$ cat config.mk
export PLATFORM = sky130hd
export DESIGN_NAME = pvs_sqrt
export DESIGN_NICKNAME = d
export VERILOG_FILES = /design/src/hdl/pvs_sqrt.sv
export SDC_FILE = /design/constraint.sdc
export NUM_CORES = 2
export LEC_CHECK = 0
export BUFFER_PORTS_ARGS = -buffer_cell sky130_fd_sc_hd__clkbuf_2
export CORE_UTILIZATION = 30
export DETAILED_ROUTE_END_ITERATION = 10
export PLACE_DENSITY_LB_ADDON = 0.2
export SYNTH_ARGS = -nofsm -noshare
export SYNTH_HDL_FRONTEND = slang
export SYNTH_SLANG_ARGS = --single-unit
$ cat constraint.sdc
create_clock -name clk -period 3.7 [get_ports clk]
set_input_delay 0 -clock clk [delete_from_list [all_inputs] [get_ports clk]]
set_output_delay 0 -clock clk [all_outputs]
set_load 0.03 [all_outputs]
$ cat src/hdl/pvs_sqrt.sv
module pvs_sqrt #(
  parameter int QW     = 60,
  parameter int RW     = 30,
  parameter int SIDE_W = 1
) (
  input  logic              clk,
  input  logic              rst_n,
  input  logic              en,
  input  logic              valid_i,
  input  logic [QW-1:0]     q_i,
  input  logic [SIDE_W-1:0] side_i,
  output logic              valid_o,
  output logic [RW-1:0]     root_o,
  output logic [SIDE_W-1:0] side_o
);

  localparam int CW = QW + 2;

  logic [RW-1:0]     vld_r;
  logic [QW-1:0]     rem_r    [RW];
  logic [QW-1:0]     rem_nxt  [RW];
  logic [RW-1:0]     root_r   [RW];
  logic [RW-1:0]     root_nxt [RW];
  logic [SIDE_W-1:0] side_r   [RW];

  // One root bit per stage, most significant first; rem holds q - root^2.
  always_comb begin
    logic [QW-1:0] rem_in;
    logic [RW-1:0] root_in;
    logic [CW-1:0] cand;
    for (int k = 0; k < RW; k++) begin
      rem_in  = (k == 0) ? q_i : rem_r[(k > 0) ? k - 1 : 0];
      root_in = (k == 0) ? '0  : root_r[(k > 0) ? k - 1 : 0];
      cand    = (CW'(root_in) << (RW - k)) + (CW'(1) << (2 * (RW - 1 - k)));
      if ({2'b00, rem_in} >= cand) begin
        rem_nxt[k]  = QW'({2'b00, rem_in} - cand);
        root_nxt[k] = root_in | (RW'(1) << (RW - 1 - k));
      end else begin
        rem_nxt[k]  = rem_in;
        root_nxt[k] = root_in;
      end
    end
  end

  always_ff @(posedge clk) begin
    if (!rst_n) begin
      vld_r <= '0;
    end else if (en) begin
      vld_r <= {vld_r[RW-2:0], valid_i};
    end
  end

  always_ff @(posedge clk) begin
    if (en) begin
      for (int k = 0; k < RW; k++) begin
        rem_r[k]  <= rem_nxt[k];
        root_r[k] <= root_nxt[k];
        side_r[k] <= (k == 0) ? side_i : side_r[(k > 0) ? k - 1 : 0];
      end
    end
  end

  assign valid_o = vld_r[RW-1];
  assign root_o  = root_r[RW-1];
  assign side_o  = side_r[RW-1];

endmodule

; ---- Yosys cells after proc, flatten, opt, wreduce, memory -nomap -nowiden
; Memories as Yosys holds them, arrays and structs flattened.
; Cells that the tools add are included.
[totals]
regBits = 30
ram_bits = 2730
inputBits = 65
word_cells = 155
memories = 3
[mem_list]
columns = name, words, width, read_ports, rd_clocked_by_memory_dff, write_ports, line_no
row1 = rem_r, 30, 60, 29, 0, 30, 20  ; logic [QW-1:0] rem_r [RW];
row2 = root_r, 30, 30, 30, 0, 30, 22  ; logic [RW-1:0] root_r [RW];
row3 = side_r, 30, 1, 30, 0, 30, 24  ; logic [SIDE_W-1:0] side_r [RW];
[classes]
n_addsub = 59
n_lt_le_gt_ge = 30
n_mux = 62
[op_table]
columns = operator, count
row1 = 60-bit two-way mux, 30
row2 = 59-bit by 57-bit adder with 60-bit output (second input constant), 1
row3 = 60-bit by 32-bit >= comparator with 1-bit output, 1
row4 = 60-bit by 33-bit >= comparator with 1-bit output, 1
row5 = 60-bit by 34-bit >= comparator with 1-bit output, 1
row6 = 60-bit by 35-bit >= comparator with 1-bit output, 1
row7 = 60-bit by 36-bit >= comparator with 1-bit output, 1
row8 = 60-bit by 37-bit >= comparator with 1-bit output, 1
row9 = 60-bit by 38-bit >= comparator with 1-bit output, 1
row10 = 60-bit by 39-bit >= comparator with 1-bit output, 1
row11 = 60-bit by 40-bit >= comparator with 1-bit output, 1
row12 = 60-bit by 41-bit >= comparator with 1-bit output, 1
row13 = 60-bit by 42-bit >= comparator with 1-bit output, 1
row14 = 60-bit by 43-bit >= comparator with 1-bit output, 1
row15 = 60-bit by 44-bit >= comparator with 1-bit output, 1
row16 = 60-bit by 45-bit >= comparator with 1-bit output, 1
row17 = 60-bit by 46-bit >= comparator with 1-bit output, 1
row18 = 60-bit by 47-bit >= comparator with 1-bit output, 1
row19 = 60-bit by 48-bit >= comparator with 1-bit output, 1
row20 = 60-bit by 49-bit >= comparator with 1-bit output, 1
row21 = 60-bit by 50-bit >= comparator with 1-bit output, 1
row22 = 60-bit by 51-bit >= comparator with 1-bit output, 1
row23 = 60-bit by 52-bit >= comparator with 1-bit output, 1
row24 = 60-bit by 53-bit >= comparator with 1-bit output, 1
row25 = 96 further kinds, 98

; ---- Longest topological paths before layout
; An unclocked memory read counts as a cell.
[logic_depth]
depth_word = 4
mapped_depth = 15

; ---- Least setup slack after synthesis
; OpenSTA, ideal clock, no wires.
[synth_path]
path_kind = register -> register
startpoint = mem rem_r[18][46] (netlist: rem_r[1][166])
endpoint = mem rem_r[19][24] (netlist: rem_r[1][204]), data pin
setup_ns = 0.260
t_arrival_ns = 3.479
setup_slack_ns = -0.039
stages_incl_launch_ff = 9
n_path_buf = 1
period_less_slack_ns = 3.739
path_cell_list = edfxtp_1 or4_4 or4_1 or4_1 or2_1 or4b_4 a211oi_4 buf_2 mux2_2
[synth_rtl]
columns = element, line_no
row1 = start: declaration, 20

==> key figures <==
Synthesis
  • Register bit total from synthesis: 2265
  • Netlist cell types: 87
  • Async set-or-reset flop fraction in the synthesized netlist: 0%
  • EDFF count, synth: 2235
  • Predominant post-synthesis flop cell: edfxtp_1
  • Syn nets: 9033
  • Sequential-to-total area share from yosys stat: 63.1%
  • Mapped cell area: 107000 um2
  • Synth Area per Inst: 12.7 um2
  • YS warnings: 0
  • Synth Instances: 8475

STA
  • Worst Tran Pin Value: 1.03 ns
  • Final setup vio count: 0
  • Setup TNS: 0 ns
  • RSZ-0062 raised after global routing: yes
  • Tcrit/Tclk final: 99.4%
  • Max Clock Freq: 272 MHz
  • Final Max Slew Viols: 0
  • Final Skew: 0.0880 ns
  • Hold Violations, Final: 0
  • Rel. slew slack: 31.0%
  • Fin crit period: 3.68 ns

Layout
  • Share of post-route cells with drive strength above 1: 12.2%
  • Nets: 9794
  • Final Util: 35.8%
  • Final non-filler cell area: 128000 um2
  • Layout overhead on the synthesized area: 18.8%
  • Most frequent cells in the layout: 2235 x edfxtp_1, 614 x inv_1, 601 x a21oi_1
  • Commonest non-fill, non-tap cell in the layout: edfxtp_1

Clock network
  • TritonCTS Buffers: 269
  • Later-pin clock latency in the skew report: 0.92 ns
  • Clock H-tree levels: 5
  • CTS tree: yes
  • Root Driver: clkbuf_16
  • Clk buf depth: 4
  • CTS sink cnt: 2265
  • CTS clk-pin slew, worst paths: 0.06 ns

Critical path
  • Worst EP arrival: 4.26 ns
  • WP data required: 4.28 ns
  • Crit path launch type: flop
  • Critical path class: reg2reg
  • Critical path capture point type: flop
  • Worst Reg2Reg Path Length in Cells: 10
  • Crit Path Max Fanout: 5

GRT
  • GRT Overall Usage: 15.6%
  • Vias in the first global route: 70300
  • Initial antenna violation count: 5
  • First-pass GRT wire length: 430000 um
  • Pin count of the biggest net entering global routing: 163
  • Overflow after GRT: 0

Floorplanning
  • I/O pin count: 97
  • Full die area: 360000 um2
  • Die W: 600 um
  • Row cnt: 219
  • Die H: 600 um
  • Initial Util: 30.1%
  • Core Region: 356000 um2

Drt
  • Drt via density: 4.85
  • Wirelength per Cell: 20.2 um
  • Final ANT Viol Nets: 0
  • 1st-pass router iterations: 9
  • First DRT Iteration DRCs: 4518
  • Vias: 68900
  • DRT Wirelength: 287000 um
  • Post-route DRC: 20

Power
  • PwrDens: 611 nW/um2
  • Worst vdd ir: 356 uV
  • Leak pwr: 0.0477 uW

Worst hold path
  • Hold Path Class: in2reg
  • Worst hold stages: 3

Run status
  • Outcome: finished, violations left
  • Failing checks: DRC

Placement
  • Final Wtd Congestion: 0.916
  • DPL Wire Length: 219000 um
  • Port Buf Inserts: 96
  • Placed cell area: 117000 um2

Job
  • Max-cap violations: 0
-- metal layers --
metal / track usage (%) / part of all wire (%) / vias to the layer above / wire [um]
li1: - / - / 33400 / -
met1: 16.2 / 37 / 33500 / 107000
met2: 29.8 / 53 / 1335 / 151000
met3: 1.84 / 3.1 / 581 / 8980
met4: 9.17 / 6.8 / 2 / 19500
met5: 0 / 0.0045 / - / 13
-- power by group --
group	internal [uW]	switching (uW)	leakage (uW)
Clock	15400	10700	0.00422
Combinational	7150	9500	0.0217
Sequential	32400	2780	0.0217
-- logic make-up after synthesis --
logic type / after synthesis / share of synthesized area (%)
flops: 2265 / 63.1
mux: 106 / 1.07
fa+ha+maj: 493 / 5.75
buf+inv: 807 / 2.83
simple gates: 2435 / 11.8
xor+xnor: 765 / 6.24
compound gates: 1604 / 9.20
-- through the flow --
step | total power, uW | hold WS [ns] | instances | setup slack (ns)
after global placement | 51800 | 0.186 | 13600 | -0.844
final | 77900 | 0.248 | 14200 | 0.0232
after floorplan | 45200 | 0.0989 | 8475 | 0.0405
after global routing | 81600 | 0.200 | 14200 | -0.101
after detailed placement | 51900 | 0.193 | 13600 | -0.891
after CTS | 78500 | 0.112 | 14200 | -0.0447
-- sequential cells by signal, indices dropped and copies added, names as in the netlist --
signal	count
vld_r	30
rem_r	1740
root_r	465
side_r	30
-- critical path: stages, from the launching register on --
cell,delay (ns)
edfxtp_1,0.39
or4_4,0.55
or4_4,0.43
or4_4,0.43
or2_4,0.24
or4b_4,0.50
a211oi_4,0.26
a311o_1,0.28
buf_6,0.15
nor3_4,0.03
xor2_1,0.16
-- path summary, 6_finish.rpt --
path / start / to / slack (ns)
worst max-delay path: rem_r[1][166] / rem_r[1][223] / 0.02
worst min-delay path: rst_n / vld_r[1] / 0.25
worst max register to register: rem_r[1][166] / rem_r[1][223] / 0.02
worst min register to register: side_r[0][9] / side_r[0][10] / 0.42
-- synth_stat cells, drive strengths merged, types with 30 or more instances --
cell | n | share of area, %
edfxtp | 2235 | 63
inv | 616 | 2.2
a21oi | 606 | 2.8
nor2 | 561 | 2.0
ha | 493 | 5.7
nand2 | 459 | 1.6
xnor2 | 433 | 3.5
o21ai | 341 | 1.6
xor2 | 332 | 2.7
nor4 | 305 | 1.8
nor3 | 225 | 1.0
a21o | 178 | 1.2
clkbuf | 171 | 0.60
nand4 | 165 | 0.96
nand3 | 141 | 0.66
nand2b | 94 | 0.55
o21a | 90 | 0.63
nor2b | 85 | 0.50
or3 | 79 | 0.46
mux2 | 69 | 0.72
or4 | 67 | 0.47
a31oi | 50 | 0.29
o31ai | 45 | 0.31
nor4b | 42 | 0.34
o21bai | 41 | 0.29
and3 | 38 | 0.22
mux2i | 37 | 0.35
o211ai | 36 | 0.25
or2 | 34 | 0.20
a211oi | 31 | 0.23
dfxtp | 30 | 0.56
-- repair_timing --
action                                  4_1_cts  5_1_grt
endpoints found under the setup margin      136      228
pin swaps                                    11       22
setup buffers                                11       13
hold endpoints to repair                    729        0
gates cloned                                  2        0
resized for setup                            32       86
hold buffers                                130        0
-- area by class of cell --
| class | instances | area (um2) |
|---|---|---|
| timing repair buffer | 679 | 5650 |
| fill | 34300 | 228000 |
| antenna | 7 | 17.5 |
| clock buffer | 322 | 7120 |
| multi-input combinational | 5403 | 37200 |
| tap | 4751 | 5940 |
| sequential | 2265 | 67700 |
| inverter | 618 | 2320 |
| clock inverter | 155 | 1520 |
(Power assumes the default switching activity.)
