**src/hdl/pvs_ram.sv**
```systemverilog
module pvs_ram #(
  parameter int WIDTH = 8,
  parameter int DEPTH = 16,
  localparam int AW = (DEPTH > 1) ? $clog2(DEPTH) : 1
) (
  input  logic             clk,
  input  logic             we,
  input  logic [AW-1:0]    waddr,
  input  logic [WIDTH-1:0] wdata,
  input  logic             re,
  input  logic [AW-1:0]    raddr_a,
  input  logic [AW-1:0]    raddr_b,
  output logic [WIDTH-1:0] rdata_a,
  output logic [WIDTH-1:0] rdata_b
);

  logic [WIDTH-1:0] mem [DEPTH];

  always_ff @(posedge clk) begin
    if (we) begin
      mem[waddr] <= wdata;
    end
    if (re) begin
      rdata_a <= mem[raddr_a];
      rdata_b <= mem[raddr_b];
    end
  end

endmodule

```
**config.mk**
```make
export PLATFORM = sky130hd
export DESIGN_NAME = pvs_ram
export DESIGN_NICKNAME = d
export VERILOG_FILES = /design/src/hdl/pvs_ram.sv
export SDC_FILE = /design/constraint.sdc
export NUM_CORES = 1
export LEC_CHECK = 0
export BUFFER_PORTS_ARGS = -buffer_cell sky130_fd_sc_hd__buf_2
export CAP_MARGIN = 30
export CORE_MARGIN = 2
export CORE_UTILIZATION = 64
export CTS_CLUSTER_DIAMETER = 100
export DETAILED_ROUTE_END_ITERATION = 8
export MAX_ROUTING_LAYER = met4
export PLACE_DENSITY = 0.83
export SETUP_SLACK_MARGIN = 0.02
export SLEW_MARGIN = 20
export SYNTH_ARGS = -nofsm -noshare
export SYNTH_HDL_FRONTEND = slang
export SYNTH_SLANG_ARGS = --single-unit
```
**constraint.sdc**
```tcl
create_clock -name clk -period 2.3 [get_ports clk]
set_input_delay 0.115 -clock clk [delete_from_list [all_inputs] [get_ports clk]]
set_output_delay 0.115 -clock clk [all_outputs]
set_load 0.01 [all_outputs]
```
After elaboration in Yosys (flattened, before gate mapping)
Memory sizes are Yosys's and may differ from the RTL's. A register that Yosys moved wholly into a read port is not among the register bits.
Index checks and enable logic that the tools add are counted.
Widths: inputs -> output; s select.
{"block": "op_classes", "muxes": 2}
{"op": "$mux 1", "count": 2}
{"block": "totals", "reg_bits": 0, "ram_bits": 128, "in_bits": 23, "output_inout_bits": 16, "word_cells": 3, "mem_count": 1}
{"memory": "mem", "words": 16, "word_bits": 8, "rd": 2, "rd_ports_with_merged_regs": 2, "wr": 1, "line": "17", "rtl": "logic [WIDTH-1:0] mem [DEPTH];"}

Logic depth before layout (Yosys ltp)
Gate-level depths: netlist of the first run.
{"block": "logic_depth", "ltp_word": 2, "depth_mapped": 5, "depth_no_buf": 3}

Worst setup path after synthesis of the first run
No wires, ideal clock.
{"block": "synth_timing", "path_type": "input to register", "start": "in waddr[2]", "end": "mem mem[0][0] (enable)", "setup_ps": 383, "t_arrival_ps": 1225, "t_required_ps": 1917, "setup_slack_ps": 692, "path_stages": 2, "path_buffers": 0, "path_cell_list": "or3b_2 > nor3_1"}
{"item": "from (decl)", "line": "8", "rtl": "input logic [AW-1:0] waddr,"}
{"item": "to (decl)", "line": "17"}
No word-level cell before the write port.

==> results of run 1 <==
[through the flow]
step / util / std cells / worst slack (ns)
floorplan: - / 307 / 0.692
global placement: 0.703 / 480 / 0.583
detailed placement: 0.703 / 480 / 0.562
CTS: 0.766 / 520 / 0.732
global route: 0.766 / 520 / 0.661
finish: 0.766 / 520 / 0.722
[kinds of logic (layout without fill, tap and decap cells)]
| family | after synthesis | in the layout |
|---|---|---|
| flip-flops | 144 | 144 |
| multiplexers | 64 | 64 |
| buffers and inverters | 20 | 100 |
| AO/OA/AOI/OAI | 32 | 32 |
| AND/OR/NAND/NOR | 47 | 47 |
[per-layer routing]
metal	vias to the layer above	global-route usage	part of all wire
met2	200	0.462	0.52
met5	-	-	0
met3	31	0.0780	0.088
met1	1814	0.364	0.37
li1	1492	-	-
met4	0	0.107	0.023
[area by class of cell]
type / count / area [um2] / area share
clock buffer: 17 / 414 / 0.0551
multi-input combinational: 143 / 2010 / 0.267
timing repair buffer: 68 / 485 / 0.0646
tap: 133 / 166 / 0.0221
clock inverter: 15 / 120 / 0.0160
sequential: 144 / 4320 / 0.575
[cells in the mapped netlist]
master           instances
nand3b_1                 2
mux4_4                   2
clkdlybuf4s25_2          6
nand2b_1                 2
mux4_1                  28
nand3_1                  1
and2b_1                  2
nor2b_1                  2
edfxtp_1               144
buf_6                    6
nor3_1                   4
mux4_2                  34
and2_1                   2
nand2_1                 17
a22oi_1                 32
or3b_2                   1
nor2_1                  14
buf_2                    6
buf_4                    2
[power by group]
group	internal, mW	switching (mW)	leakage, nW
Combinational	0.210	0.237	1.03
Sequential	2.97	0.0293	1.32
Clock	1.42	1.03	0.250
[worst min path at each step]
stage	endpoint	cells past startpoint
after floorplan	mem[0][0]	0
after CTS	rdata_b[7]	1
after global placement	mem[9][7]	1
final	rdata_b[7]	1
after global routing	rdata_b[2]	1
after detailed placement	mem[15][7]	1
[registers in the layout, summed over array words and instances (netlist names)]
name,count
rdata_a,8
rdata_b,8
mem,128
[repair_timing]
| item | CTS | global route |
|---|---|---|
| hold buffers | 8 | 0 |
| hold endpoints to repair | 128 | 0 |
| setup endpoints to repair | 0 | 0 |
==> results.py, run 1 <==
metrics = {
    "logic_synthesis": {
        "ys_top_cells_by_area": "edfxtp_1 66%, mux4_2 12%, mux4_1 11%, a22oi_1 3.7%, buf_6 1.0%",
        "yosysUniqueCellTypes": 19,
        "synth.top_cell.area_share": 0.665,
        "synthMuxAreaShare": 0.238,
        "synth-xor-area-share": 0,
        "ys_seq_area_frac": 0.665,
        "syn_area_per_cell_um2": 21.2,
        "synthCells": 307,
        "syn_nets": 330,
        "synthSimpleGateAreaFrac": 0.0335,
        "syn-cell-area_mm2": 0.00651,
        "ys_ff_latch": 144,
        "synth_top_family_by_area": "multiplexers",
        "synthAdderAreaFrac": 0,
        "yosys_warnings": 0,
        "synth_compound_area_frac": 0.0369,
        "yosys.area.top_type": "edfxtp_1",
    },
    "cts": {
        "post_cts_buffers": 0,
        "cts_buffers": 17,
        "h-tree-depth": 4,
        "cts_tree": "done",
        "cts_resized": 0,
        "insertion_delay_ns": 0.54,
        "cts_buffer_depth": 2,
        "root_buffer": "clkbuf_8",
        "cts.clk_slew.worst_paths_ns": 0.06,
        "numClockSinks": 144,
    },
    "grt": {
        "grt.total_usage": 0.290,
        "grt_pass1_vias": 3691,
        "grt_max_degree": 33,
        "grt_pass1_wl_um": 21600,
        "overflow": 0,
        "antenna_found_initial": 0,
    },
    "placement": {
        "globalplace.congestion": 0.818,
        "dp_hpwl_um": 8990,
        "io_buffers": 38,
        "place_area_mm2": 0.00691,
    },
    "critical_path": {
        "r2r_setup_slack_ns": 0.72,
        "reg2reg_to": "rdata_b[4]",
        "path_cells": "mux4_2, a22oi_1, nand2_1",
        "cp-start-kind": "register",
        "worst_setup_path_end_kind": "register",
        "cp_max_fo": 2,
        "cpPeakStageDelay_ns": 0.49,
        "path_depth": 3,
        "crit_family": "multiplexers",
        "cp_num_buf_inv": 0,
        "crit_slowest_cell": "mux4_2",
        "crit_path_end": "rdata_b[4]",
        "r2r_start": "mem[3][4]",
        "crit_path_start": "mem[3][4]",
        "reg2regPathDepth": 3,
        "path_class": "register to register",
        "worstPathArrival_ns": 1.86,
        "cp.required_ns": 2.58,
    },
    "die": {
        "fp.dieH_um": 105,
        "initial_utilization": 0.663,
        "rows": 36,
        "dieArea_mm2": 0.0110,
        "core_area_mm2": 0.00982,
        "die_w_um": 105,
        "io_pins": 39,
    },
    "timing": {
        "period_minus_slack_ns": 1.58,
        "worst_slew_pin_slew_ns": 0.797,
        "slew_viol_final": 0,
        "holdWs_ns": 0.0398,
        "fmax_mhz": 634,
        "setup_violations": 0,
        "rsz0062_at_grt": "false",
        "maxSlewHeadroom": 0.467,
        "tns_ns": 0,
        "hold_viol_final": 0,
        "finClkSkew_ns": 0.00469,
        "period_share": 0.686,
    },
    "finish": {
        "layout-drive-gt1-share": 0.323,
        "fin_nets": 397,
        "final_cell_mix": "144 x edfxtp_1, 38 x buf_2, 34 x mux4_2, 32 x a22oi_1, 28 x mux4_1",
        "finalInstanceArea_mm2": 0.00752,
        "diodes": 0,
        "final_common_cell": "edfxtp_1",
        "nFillCells": 560,
        "area_delta_synth_final_pct": 15.6,
    },
    "worst_hold_path": {
        "worstHoldStart": "re",
        "hold_path.class": "input pin to register",
    },
    "detailed_routing": {
        "drc_errors": 0,
        "drtIter0Drc": 301,
        "avgRoutedWirePerCell_um": 26.9,
        "finalWirelength_um": 14000,
        "via_count": 3537,
        "drtPass1Iterations": 5,
        "final_antenna_net_count": 0,
        "vias_per_cell": 6.80,
    },
    "run_status": {
        "outcome": "completed",
    },
    "flow_run": {
        "drv_cap": 0,
    },
    "power_and_ir_drop": {
        "ir_drop_mv": 0.844,
        "power.total_mw": 5.90,
        "leakagePower_nw": 2.59,
        "powerDensity_mw_per_mm2": 784,
    },
}
Power figures use the tool's default switching activity.
==> run 2: changes to the inputs <==
- CORE_UTILIZATION: 64 -> 55
- PLACE_DENSITY: 0.83 -> 0.76
- clock period: 2.3 -> 1.35 ns (I/O delays scaled with it)
==> run 2 against run 1 <==
  * The run now ends with setup timing left
  * Largest cell class unchanged
  * Fmax rose by 0.71%
  * Sequential power rose by 70%
  * First-iteration DRC count rose by 12%
  * Via count rose by 4.1%
  * Cell count rose by 3.3%
  * Sequential share of layout area fell by 1.5 points
  * Routed wire length rose by 6.3%
  * Worst setup slack got worse by 0.94 ns
  * Global-route usage fell by 3.1 points
  * Critical path type unchanged
  * Highest routed layer unchanged
==> results.py, run 2 (synthesis gave the netlist of run 1 again) <==
metrics = {
    "finish": {
        "final_common_cell": "edfxtp_1",
        "multi_input_area_mm2": 0.00203,
        "stdcell_count": 537,
        "area_delta_synth_final_pct": 18.6,
        "fin_nets": 404,
        "regArea_mm2": 0.00432,
        "top_register": "mem",
        "layout-drive-gt1-share": 0.431,
        "nFillCells": 728,
        "largest_reg_flops": 128,
        "diodes": 0,
        "finalInstanceArea_mm2": 0.00771,
        "final_cell_mix": "144 x edfxtp_1, 49 x mux4_2, 38 x buf_2, 29 x buf_4, 18 x a22oi_1",
        "reg_top3": "mem x128, rdata_a x8, rdata_b x8",
    },
    "grt": {
        "grt_pass1_wl_um": 22400,
        "overflow": 0,
        "grt_pass1_vias": 3736,
        "use_met3": 0.0621,
        "top_usage_layer": "met2",
        "grt.total_usage": 0.259,
        "grt_max_degree": 17,
        "gr-usage-met1": 0.357,
        "met2_usage": 0.383,
        "antenna_found_initial": 0,
    },
    "cts": {
        "insertion_delay_ns": 0.41,
        "cts_buffers": 17,
        "h-tree-depth": 4,
        "numClockSinks": 144,
        "cts_tree": "done",
        "post_cts_buffers": 0,
        "cts_hold_buf": 0,
        "cts_buffer_depth": 2,
        "root_buffer": "clkbuf_16",
        "cts.clk_slew.worst_paths_ns": 0.06,
    },
    "timing": {
        "tns_ns": -2.07,
        "worst_slew_pin_slew_ns": 0.998,
        "rsz0062_at_grt": "true",
        "fmax_mhz": 638,
        "finClkSkew_ns": 0.00735,
        "holdWs_ns": 0.0399,
        "worst_slack_ns": -0.217,
        "setup_violations": 16,
        "period_share": 1.16,
        "maxSlewHeadroom": 0.332,
        "slew_viol_final": 0,
        "period_minus_slack_ns": 1.57,
        "hold_viol_final": 0,
    },
    "power_and_ir_drop": {
        "p_clk_frac": 0.447,
        "sequentialPowerShare": 0.474,
        "powerDensity_mw_per_mm2": 1400,
        "power.switching_mw": 2.25,
        "combPwrFrac": 0.079,
        "ir_drop_mv": 0.841,
        "leakagePower_nw": 2.64,
        "swShare": 0.209,
        "internal_power_mw": 8.54,
    },
    "detailed_routing": {
        "final_antenna_net_count": 0,
        "drtPass1Iterations": 5,
        "vias_per_cell": 6.86,
        "drtIter0Drc": 337,
        "via_count": 3682,
        "avgRoutedWirePerCell_um": 27.7,
        "drc_errors": 0,
        "finalWirelength_um": 14900,
    },
    "critical_path": {
        "cp.required_ns": 1.51,
        "r2r_start": "mem[1][7]",
        "reg2regPathDepth": 3,
        "worstPathArrival_ns": 1.73,
        "cp-start-kind": "register",
        "reg2reg_to": "rdata_b[7]",
        "r2r_setup_slack_ns": -0.22,
        "worst_setup_path_end_kind": "register",
        "path_class": "register to register",
        "cp_max_fo": 2,
    },
    "placement": {
        "globalplace.congestion": 0.880,
        "place_inst": 505,
        "place_area_mm2": 0.00706,
        "dp_hpwl_um": 9730,
        "io_buffers": 38,
    },
    "die": {
        "io_pins": 39,
        "initial_utilization": 0.567,
        "fp.dieH_um": 113,
        "dieArea_mm2": 0.0127,
        "die_w_um": 113,
        "rows": 39,
        "core_area_mm2": 0.0115,
    },
    "run_status": {
        "violations": "setup timing",
        "outcome": "finished with violations",
    },
    "worst_hold_path": {
        "min_path_cells": 1,
        "hold_path.class": "input pin to register",
        "whs_endpoint": "mem[6][0]",
        "worstHoldStart": "wdata[0]",
    },
    "flow_run": {
        "drv_cap": 0,
    },
}
## run 2: final cells by class
class	count	share of cell area
clock buffers	17	0.0551
clock inverters	15	0.0247
multi-input cells	143	0.263
flip-flops and latches	144	0.560
well taps	143	0.0232
repair buffers	75	0.0736
## run 2: per-layer routing
metal | wire length [um] | part of all wire | up-vias
met5 | 0 | 0 | -
met4 | 577 | 0.039 | 0
met1 | 5760 | 0.39 | 1867
met3 | 1480 | 0.099 | 58
met2 | 7070 | 0.47 | 259
li1 | - | - | 1498
## run 2: per-stage QoR
| step | setup WS, ns | utilization | power, mW |
|---|---|---|---|
| floorplan | -0.0731 | - | 5.67 |
| global placement | -0.388 | 0.616 | 5.99 |
| detailed placement | -0.400 | 0.616 | 6.01 |
| CTS | -0.207 | 0.673 | 10.9 |
| global route | -0.281 | 0.673 | 11.1 |
| finish | -0.217 | 0.673 | 10.8 |
## run 2: worst max-delay path by stage
stage               start          to  slack (ns)  depth (start not counted)
3_5_place_dp   raddr_b[0]  rdata_b[1]       -0.40                          5
6_report        mem[1][7]  rdata_b[7]       -0.22                          3
2_1_floorplan   mem[3][0]  rdata_a[0]       -0.07                          3
4_1_cts         mem[1][7]  rdata_b[7]       -0.21                          3
3_3_place_gp   raddr_b[0]  rdata_b[2]       -0.39                          5
5_1_grt         mem[1][7]  rdata_b[7]       -0.28                          3
## run 2: worst max-delay path, cell delays in order (launching register included)
cell and delay (ns):
edfxtp_1 0.40, mux4_4 0.60, a22oi_2 0.24, nand2_1 0.08
## run 2: power by group through the flow
stage | clock network (mW) | registers (mW) | logic, mW
2_1_floorplan | 0 | 5.21 | 0.465
3_3_place_gp | 0 | 5.20 | 0.793
3_5_place_dp | 0 | 5.20 | 0.806
4_1_cts | 4.89 | 5.11 | 0.847
5_1_grt | 5.06 | 5.12 | 0.901
6_report | 4.83 | 5.11 | 0.850
## run 2: repair_timing
item                       CTS  global route
cloned                       0             0
resized for setup           21             2
setup endpoints to repair   16            16
pin swaps                   11             5
==> run 3: changes to the inputs <==
- PLACE_DENSITY: 0.76 -> unset
- PLACE_DENSITY_LB_ADDON: unset -> 0.05
==> run 3 against run 2 <==
  * The run still ends with setup timing left
  * Core utilization rose by 1.3 points
  * Worst setup slack better by 0.062 ns
  * Largest power group is now the clock network
  * Sequential share of layout area is 1.0 points lower
  * Flip-flop and latch count is the same
  * Clock skew decreased by 0.0044 ns
  * Critical path depth stayed put
  * Largest cell class unchanged
  * Die area unchanged
  * Count of clock-buffer cells in the layout unchanged
  * Highest routed layer unchanged
  * Cell area grew 1.9%
  * Critical path type unchanged
==> results.py, run 3 (synthesis gave the netlist of run 1 again) <==
metrics = {
    "finish": {
        "final_cell_mix": "144 x edfxtp_1, 56 x mux4_2, 38 x buf_2, 38 x buf_4, 20 x a22oi_2",
        "regArea_mm2": 0.00432,
        "top_register": "mem",
        "area_delta_synth_final_pct": 20.8,
        "layout-drive-gt1-share": 0.484,
        "largest_reg_flops": 128,
        "reg_top3": "mem x128, rdata_a x8, rdata_b x8",
        "fin_nets": 413,
        "diodes": 0,
        "final_common_cell": "edfxtp_1",
        "nFillCells": 774,
        "multi_input_area_mm2": 0.00203,
    },
    "cts": {
        "cts_hold_buf": 0,
        "root_buffer": "clkbuf_16",
        "h-tree-depth": 4,
        "cts_buffers": 17,
        "cts_buffer_depth": 2,
        "cts.clk_slew.worst_paths_ns": 0.06,
        "insertion_delay_ns": 0.42,
        "numClockSinks": 144,
        "cts_tree": "done",
    },
    "die": {
        "initial_utilization": 0.567,
        "core_area_mm2": 0.0115,
        "dieArea_mm2": 0.0127,
        "die_w_um": 113,
        "rows": 39,
        "fp.dieH_um": 113,
        "io_pins": 39,
    },
    "flow_run": {
        "drv_cap": 0,
    },
    "power_and_ir_drop": {
        "powerDensity_mw_per_mm2": 1450,
        "ir_drop_mv": 1.29,
        "leakagePower_nw": 2.69,
        "power.total_mw": 11.4,
    },
    "detailed_routing": {
        "drtIter0Drc": 347,
        "drtPass1Iterations": 5,
        "drc_errors": 0,
        "vias_per_cell": 6.44,
        "final_antenna_net_count": 0,
        "via_count": 3516,
        "avgRoutedWirePerCell_um": 27.0,
        "finalWirelength_um": 14700,
    },
    "critical_path": {
        "cp-start-kind": "register",
        "path_class": "register to register",
        "worstPathArrival_ns": 1.67,
        "worst_setup_path_end_kind": "register",
        "cp.required_ns": 1.52,
        "cp_max_fo": 2,
    },
    "grt": {
        "overflow": 0,
        "grt_pass1_wl_um": 22400,
        "grt.total_usage": 0.258,
        "grt_max_degree": 21,
        "antenna_found_initial": 0,
        "grt_pass1_vias": 3687,
    },
    "timing": {
        "maxSlewHeadroom": 0.372,
        "worst_slack_ns": -0.155,
        "fmax_mhz": 664,
        "period_minus_slack_ns": 1.51,
        "finClkSkew_ns": 0.00299,
        "rsz0062_at_grt": "true",
        "hold_viol_final": 0,
        "setup_violations": 16,
        "tns_ns": -1.68,
        "period_share": 1.11,
        "slew_viol_final": 0,
        "worst_slew_pin_slew_ns": 0.940,
    },
    "placement": {
        "io_buffers": 38,
        "globalplace.congestion": 0.845,
        "dp_hpwl_um": 10100,
    },
    "run_status": {
        "outcome": "finished with violations",
        "violations": "setup timing",
    },
    "worst_hold_path": {
        "hold_path.class": "input pin to register",
    },
}
==> run 3: path summary, 6_finish.rpt <==
path              depth (start not counted)          to       start  slack (ns)
setup reg to reg                          3  rdata_b[7]   mem[0][7]       -0.16
hold reg to reg                           3  rdata_a[2]  mem[12][2]        0.79
hold / removal                            1   mem[4][4]    wdata[4]        0.04
setup / recovery                          3  rdata_b[7]   mem[0][7]       -0.16
==> run 3: cell type report <==
class	count	share of cell area
Clock buffer	17	0.0541
Sequential cell	144	0.550
Multi-Input combinational cell	143	0.259
Clock inverter	15	0.0336
Tap cell	143	0.0228
Timing Repair Buffer	84	0.0809
==> run 3: what timing repair did <==
action | CTS | global route
setup buffers | 0 | 1
hold endpoints to repair | 0 | 0
endpoints found under the setup margin | 16 | 16
pin swaps | 6 | 12
gates resized for setup | 20 | 16
==> run 3: stage by stage <==
step,instance area [um2],worst slack (ns),std cells,hold WS [ns],util
after floorplan,6510,-0.0731,307,0.166,-
after global placement,7120,-0.372,512,0.452,0.621
after detailed placement,7120,-0.378,512,0.464,0.621
after CTS,7850,-0.157,544,0.0152,0.685
after global routing,7860,-0.200,546,0.0332,0.685
final,7860,-0.155,546,0.0351,0.685
==> run 3: where the power goes <==
part	total (mW)	internal, mW	switching [mW]
Combinational	0.881	0.418	0.463
Clock	5.40	3.64	1.76
Sequential	5.11	5.06	0.0484
Total	11.4	9.12	2.27
==> run 3: critical path: stages (launching register included) <==
cell and delay (ns):
edfxtp_1 0.40, mux4_4 0.61, a22oi_2 0.17, nand2_1 0.07
==> run 3: layer usage <==
layer  up-vias  GRT usage  wire (um)
li1       1504          -          -
met1      1836      0.361       6160
met2       149      0.391       7240
met3        27     0.0541       1080
met4         0     0.0813        242
met5         -          -          0
